[src/sfu_div_cell.sv]
module sfu_div_cell #(
  parameter int NUM_W  = 8,
  parameter int DEN_W  = 4,
  parameter int QUO_W  = 4,
  parameter int SHIFT  = 0,
  parameter int SIDE_W = 1
) (
  input  logic                   clk,
  input  logic                   rst_n,
  input  logic                   en,
  input  logic                   vld_i,
  input  logic [1:0][NUM_W-1:0]  rem_i,
  input  logic [1:0][QUO_W-1:0]  quo_i,
  input  logic [DEN_W-1:0]       den_i,
  input  logic [SIDE_W-1:0]      side_i,
  output logic                   vld_o,
  output logic [1:0][NUM_W-1:0]  rem_o,
  output logic [1:0][QUO_W-1:0]  quo_o,
  output logic [DEN_W-1:0]       den_o,
  output logic [SIDE_W-1:0]      side_o
);

  logic                  vld_r;
  logic [1:0][NUM_W-1:0] rem_r, rem_nxt;
  logic [1:0][QUO_W-1:0] quo_r, quo_nxt;
  logic [DEN_W-1:0]      den_r;
  logic [SIDE_W-1:0]     side_r;
  logic [NUM_W-1:0]      trial;

  assign trial = NUM_W'(den_i) << SHIFT;

  // One restoring step for both lanes against the shared divisor.
  always_comb begin
    for (int l = 0; l < 2; l++) begin
      rem_nxt[l] = rem_i[l];
      quo_nxt[l] = quo_i[l];
      if (rem_i[l] >= trial) begin
        rem_nxt[l]        = rem_i[l] - trial;
        quo_nxt[l][SHIFT] = 1'b1;
      end
    end
  end

  always_ff @(posedge clk) begin
    if (!rst_n) begin
      vld_r <= 1'b0;
    end else if (en) begin
      vld_r <= vld_i;
    end
  end

  always_ff @(posedge clk) begin
    if (en) begin
      rem_r  <= rem_nxt;
      quo_r  <= quo_nxt;
      den_r  <= den_i;
      side_r <= side_i;
    end
  end

  assign vld_o  = vld_r;
  assign rem_o  = rem_r;
  assign quo_o  = quo_r;
  assign den_o  = den_r;
  assign side_o = side_r;

endmodule

[src/sfu_div.sv]
module sfu_div #(
  parameter int NUM_W  = 8,
  parameter int DEN_W  = 4,
  parameter int QUO_W  = 4,
  parameter int SIDE_W = 1
) (
  input  logic                   clk,
  input  logic                   rst_n,
  input  logic                   en,
  input  logic                   vld_i,
  input  logic [1:0][NUM_W-1:0]  num_i,
  input  logic [DEN_W-1:0]       den_i,
  input  logic [SIDE_W-1:0]      side_i,
  output logic                   vld_o,
  output logic [1:0][QUO_W-1:0]  quo_o,
  output logic [SIDE_W-1:0]      side_o
);

  logic [QUO_W:0]                   vld;
  logic [QUO_W:0][1:0][NUM_W-1:0]   rem;
  logic [QUO_W:0][1:0][QUO_W-1:0]   quo;
  logic [QUO_W:0][DEN_W-1:0]        den;
  logic [QUO_W:0][SIDE_W-1:0]       side;

  assign vld[0]  = vld_i;
  assign rem[0]  = num_i;
  assign quo[0]  = '0;
  assign den[0]  = den_i;
  assign side[0] = side_i;

  // Quotient bits are resolved from the top down, one bit per cell.
  for (genvar k = 0; k < QUO_W; k++) begin : g_cell
    sfu_div_cell #(
      .NUM_W (NUM_W),
      .DEN_W (DEN_W),
      .QUO_W (QUO_W),
      .SHIFT (QUO_W - 1 - k),
      .SIDE_W(SIDE_W)
    ) u_cell (
      .clk   (clk),
      .rst_n (rst_n),
      .en    (en),
      .vld_i (vld[k]),
      .rem_i (rem[k]),
      .quo_i (quo[k]),
      .den_i (den[k]),
      .side_i(side[k]),
      .vld_o (vld[k+1]),
      .rem_o (rem[k+1]),
      .quo_o (quo[k+1]),
      .den_o (den[k+1]),
      .side_o(side[k+1])
    );
  end

  assign vld_o  = vld[QUO_W];
  assign quo_o  = quo[QUO_W];
  assign side_o = side[QUO_W];

endmodule

[config.mk]
export PLATFORM = sky130hd
export DESIGN_NAME = sfu_div
export DESIGN_NICKNAME = d
export VERILOG_FILES = /design/src/sfu_div_cell.sv /design/src/sfu_div.sv
export SDC_FILE = /design/constraint.sdc
export NUM_CORES = 1
export LEC_CHECK = 0
export ABC_AREA = 0
export BUFFER_PORTS_ARGS = -buffer_cell sky130_fd_sc_hd__buf_2
export CAP_MARGIN = 15
export CORE_ASPECT_RATIO = 1.4
export CORE_UTILIZATION = 50
export DETAILED_ROUTE_END_ITERATION = 10
export GPL_TIMING_DRIVEN = 0
export PLACE_DENSITY = 0.7
export SYNTH_ARGS = -nofsm -noshare
export SYNTH_HDL_FRONTEND = slang
export SYNTH_SLANG_ARGS = --single-unit
[constraint.sdc]
create_clock -name clk -period 3.1 [get_ports clk]
set_clock_uncertainty 0.1 [all_clocks]
set_input_delay 0.31 -clock clk [delete_from_list [all_inputs] [get_ports clk]]
set_output_delay 0.31 -clock clk [all_outputs]
set_load 0.1 [all_outputs]
==> results by group <==
Final layout
  – Util after Layout: 59.2%
  – Fraction of layout cells with a size suffix above 1: 20.7%
  – Inserted Diodes: 0
  – Area growth from synthesis to layout: 14.8%
  – Post-route cell area: 5100 sq um
  – Final net count: 426

Timing
  – Post-route minimum period: 2510 ps
  – Final Cycle Share: 80.9%
  – Worst Tran Pin Value: 602 ps
  – Fmax: 399 MHz
  – Worst relative slew slack: 58.8%
  – # setup viols final: 0
  – RSZ-0062 raised after global routing: no
  – Pins over their slew limit: 0
  – Post-route setup TNS: 0 ps
  – Final hold vios: 0

Floorplan
  – I/O Pins: 35
  – Row count: 40
  – Die area: 9270 sq um
  – Core area: 8610 sq um
  – Starting density of the core: 51.6%
  – Die X: 81.6 microns
  – Die height: 114 microns

Worst setup path
  – Crit path max fanout: 2
  – Worst path max stage delay: 600 ps
  – Worst path slowest cell: a2111oi_0
  – Most used cell along the critical path: inv_1
  – CP cell instances: inv_1, ha_1, inv_1, fa_1, a21o_1, a2111oi_0, o21ai_0, mux2i_1
  – Endpoint class of the critical path: flip-flop
  – Req. time, crit path: 3190 ps
  – Buf/Inv on CP: 2
  – Startpoint types: flip-flop
  – Critical path type: reg2reg
  – Crit path max-delay family: compound AO/OA/AOI/OAI gates
  – Crit path arrival time: 2600 ps

Yosys
  – Post-synth top flop: edfxtp_1
  – Syn Nets: 380
  – Number of synthesized flops with an enable pin: 84
  – Synth Area in Compound Gates: 9.81%
  – Avg Synthesized Cell Area: 14.0 sq um
  – Post-synthesis simple-gate area fraction: 6.23%
  – Register area share after synthesis: 58.6%
  – Adder-cell share of the synthesized area: 11.7%
  – Post-synthesis mux area share: 7.72%
  – Synthesized netlist cell count: 317
  – Ys async rst share: 0%
  – Syn. warnings: 0
  – Main combinational cell family by area after synthesis: adder cells
  – Post-synth top area cell: edfxtp_1
  – Post-synthesis cell type count: 44
  – Area share of the largest cell type after synthesis: 56.8%
  – Yosys reg bits: 88
  – XOR/XNOR share of the synthesized area: 2.37%
  – Dominant cells by area after synthesis: edfxtp_1, ha_1, mux2_2
  – Synthesized cell area: 4440 sq um
  – Count leader, synth: edfxtp_1
  – Commonest cells in the synthesized netlist: edfxtp_1, inv_1, ha_1, o21ai_0

CTS
  – CTS Hold Buffers Added: 0
  – CTS sink count: 88
  – CTS Buf Count: 9
  – Setup Fix Bufs, Post-CTS: 0
  – Root Driver: clkbuf_16
  – Maximum clock path buffer count: 2
  – Worst-Skew Late Latency: 340 ps
  – CTS clock-pin slew for the worst setup and hold paths: 60 ps
  – H-tree level count: 3
  – PostCTS Resize Cnt: 0
  – CTS tree: done

Placement
  – Gpl congestion: 0.819
  – Area after DPL: 4770 sq um
  – Dpl hpwl: 5080 microns
  – IO Port Bufs: 34

Pwr
  – Worst VDD drop: 339 uV
  – Pleak: 2.03 nW
  – Pwr/cell area: 669 nW/um^2

Run status
  – Status: complete, no violations

Routing
  – Post-DRT Antenna Nets: 0
  – Total Routed Length: 6760 microns
  – TritonRoute pass-1 iters: 4
  – Vias: 2,527
  – Wire per inst: 14.3 microns
  – Initial drt markers: 151
  – DR vias/cell: 5.34
  – Drt drc: 0

GRT
  – First-pass GRT wire length: 11,400 microns
  – Initial antenna violation count: 0
  – Gr usage total: 17.1%
  – GRT Residual Overflow: 0
  – Largest net degree at the start of global routing: 53
  – Vias in the first global route: 2,560

Flow run
  – Number of max-cap violations: 0

Min path
  – Hold Path Class: in2reg
[final cells by class]
type | count | area [sq um]
Clock buffer | 10 | 229
Sequential cell | 88 | 2600
Buffer | 2 | 15.0
Fill cell | 692 | 3510
Tap cell | 105 | 131
Inverter | 38 | 143
Multi-Input combinational cell | 189 | 1680
Clock inverter | 6 | 97.6
Timing Repair Buffer | 35 | 200
[cells in the final DEF, fill, tap and decap left out, drive strengths merged, types with 3 or more instances in the layout]
cell / n
edfxtp: 84
a31oi: 3
nand3: 3
nand2: 4
nor3: 5
o31a: 3
nor4: 3
a21o: 10
a2111oi: 3
fa: 6
mux2i: 14
mux2: 17
clkbuf: 11
xor2: 7
o21ai: 16
dfxtp: 4
or3: 4
ha: 32
nor2b: 7
nor2: 10
inv: 42
a21oi: 12
buf: 36
nand4: 3
xnor2: 5
[sequential cells by signal, summed over array words and instances, names as in the netlist]
signal	count
g_cell.u_cell.quo_o	20
g_cell.u_cell.den_o	12
g_cell.u_cell.vld_o	4
g_cell.u_cell.rem_o	48
g_cell.u_cell.side_o	4
[per-layer routing]
metal	track usage (%)	share of wire, %	routed length, microns
met3	4.48	3.1	212
met5	0	0	0
met1	16.8	36	2430
met2	30.8	57	3880
met4	10.5	3.5	235
[stage by stage]
stage / hold slack [ps] / total power [mW] / setup slack, ps / std cells
2_1_floorplan: 300 / 2.10 / 719 / 317
3_3_place_gp: 300 / 2.23 / 610 / 456
3_5_place_dp: 306 / 2.27 / 593 / 457
4_1_cts: 28.5 / 3.44 / 535 / 473
5_1_grt: 36.4 / 3.57 / 378 / 473
6_report: 40.5 / 3.41 / 593 / 473
[cell families after synthesis]
family | Yosys count
AOI/OAI and AO/OA | 59
xor gates and xnor gates | 12
adders and majority gates | 38
buffers and inverters | 40
DFF | 88
muxes | 31
and+or+nand+nor | 49
[report_power, final]
group / internal (mW) / leakage [nW] / total, mW / switching [mW]
clock network: 0.720 / 0.160 / 1.17 / 0.447
logic: 0.307 / 1.03 / 0.677 / 0.370
registers: 1.50 / 0.844 / 1.57 / 0.0686
[path summary, 6_finish.rpt]
kind	depth (start not counted)	to	from	slack, ps
setup / recovery	8	g_cell[2].u_cell.rem_o[15]	g_cell[1].u_cell.rem_o[9]	590
hold / removal	1	g_cell[0].u_cell.side_o	side_i	40
setup reg to reg	8	g_cell[2].u_cell.rem_o[15]	g_cell[1].u_cell.rem_o[9]	590
hold reg to reg	0	g_cell[3].u_cell.quo_o[1]	g_cell[2].u_cell.quo_o[1]	320
Power figures use the tool's default switching activity.
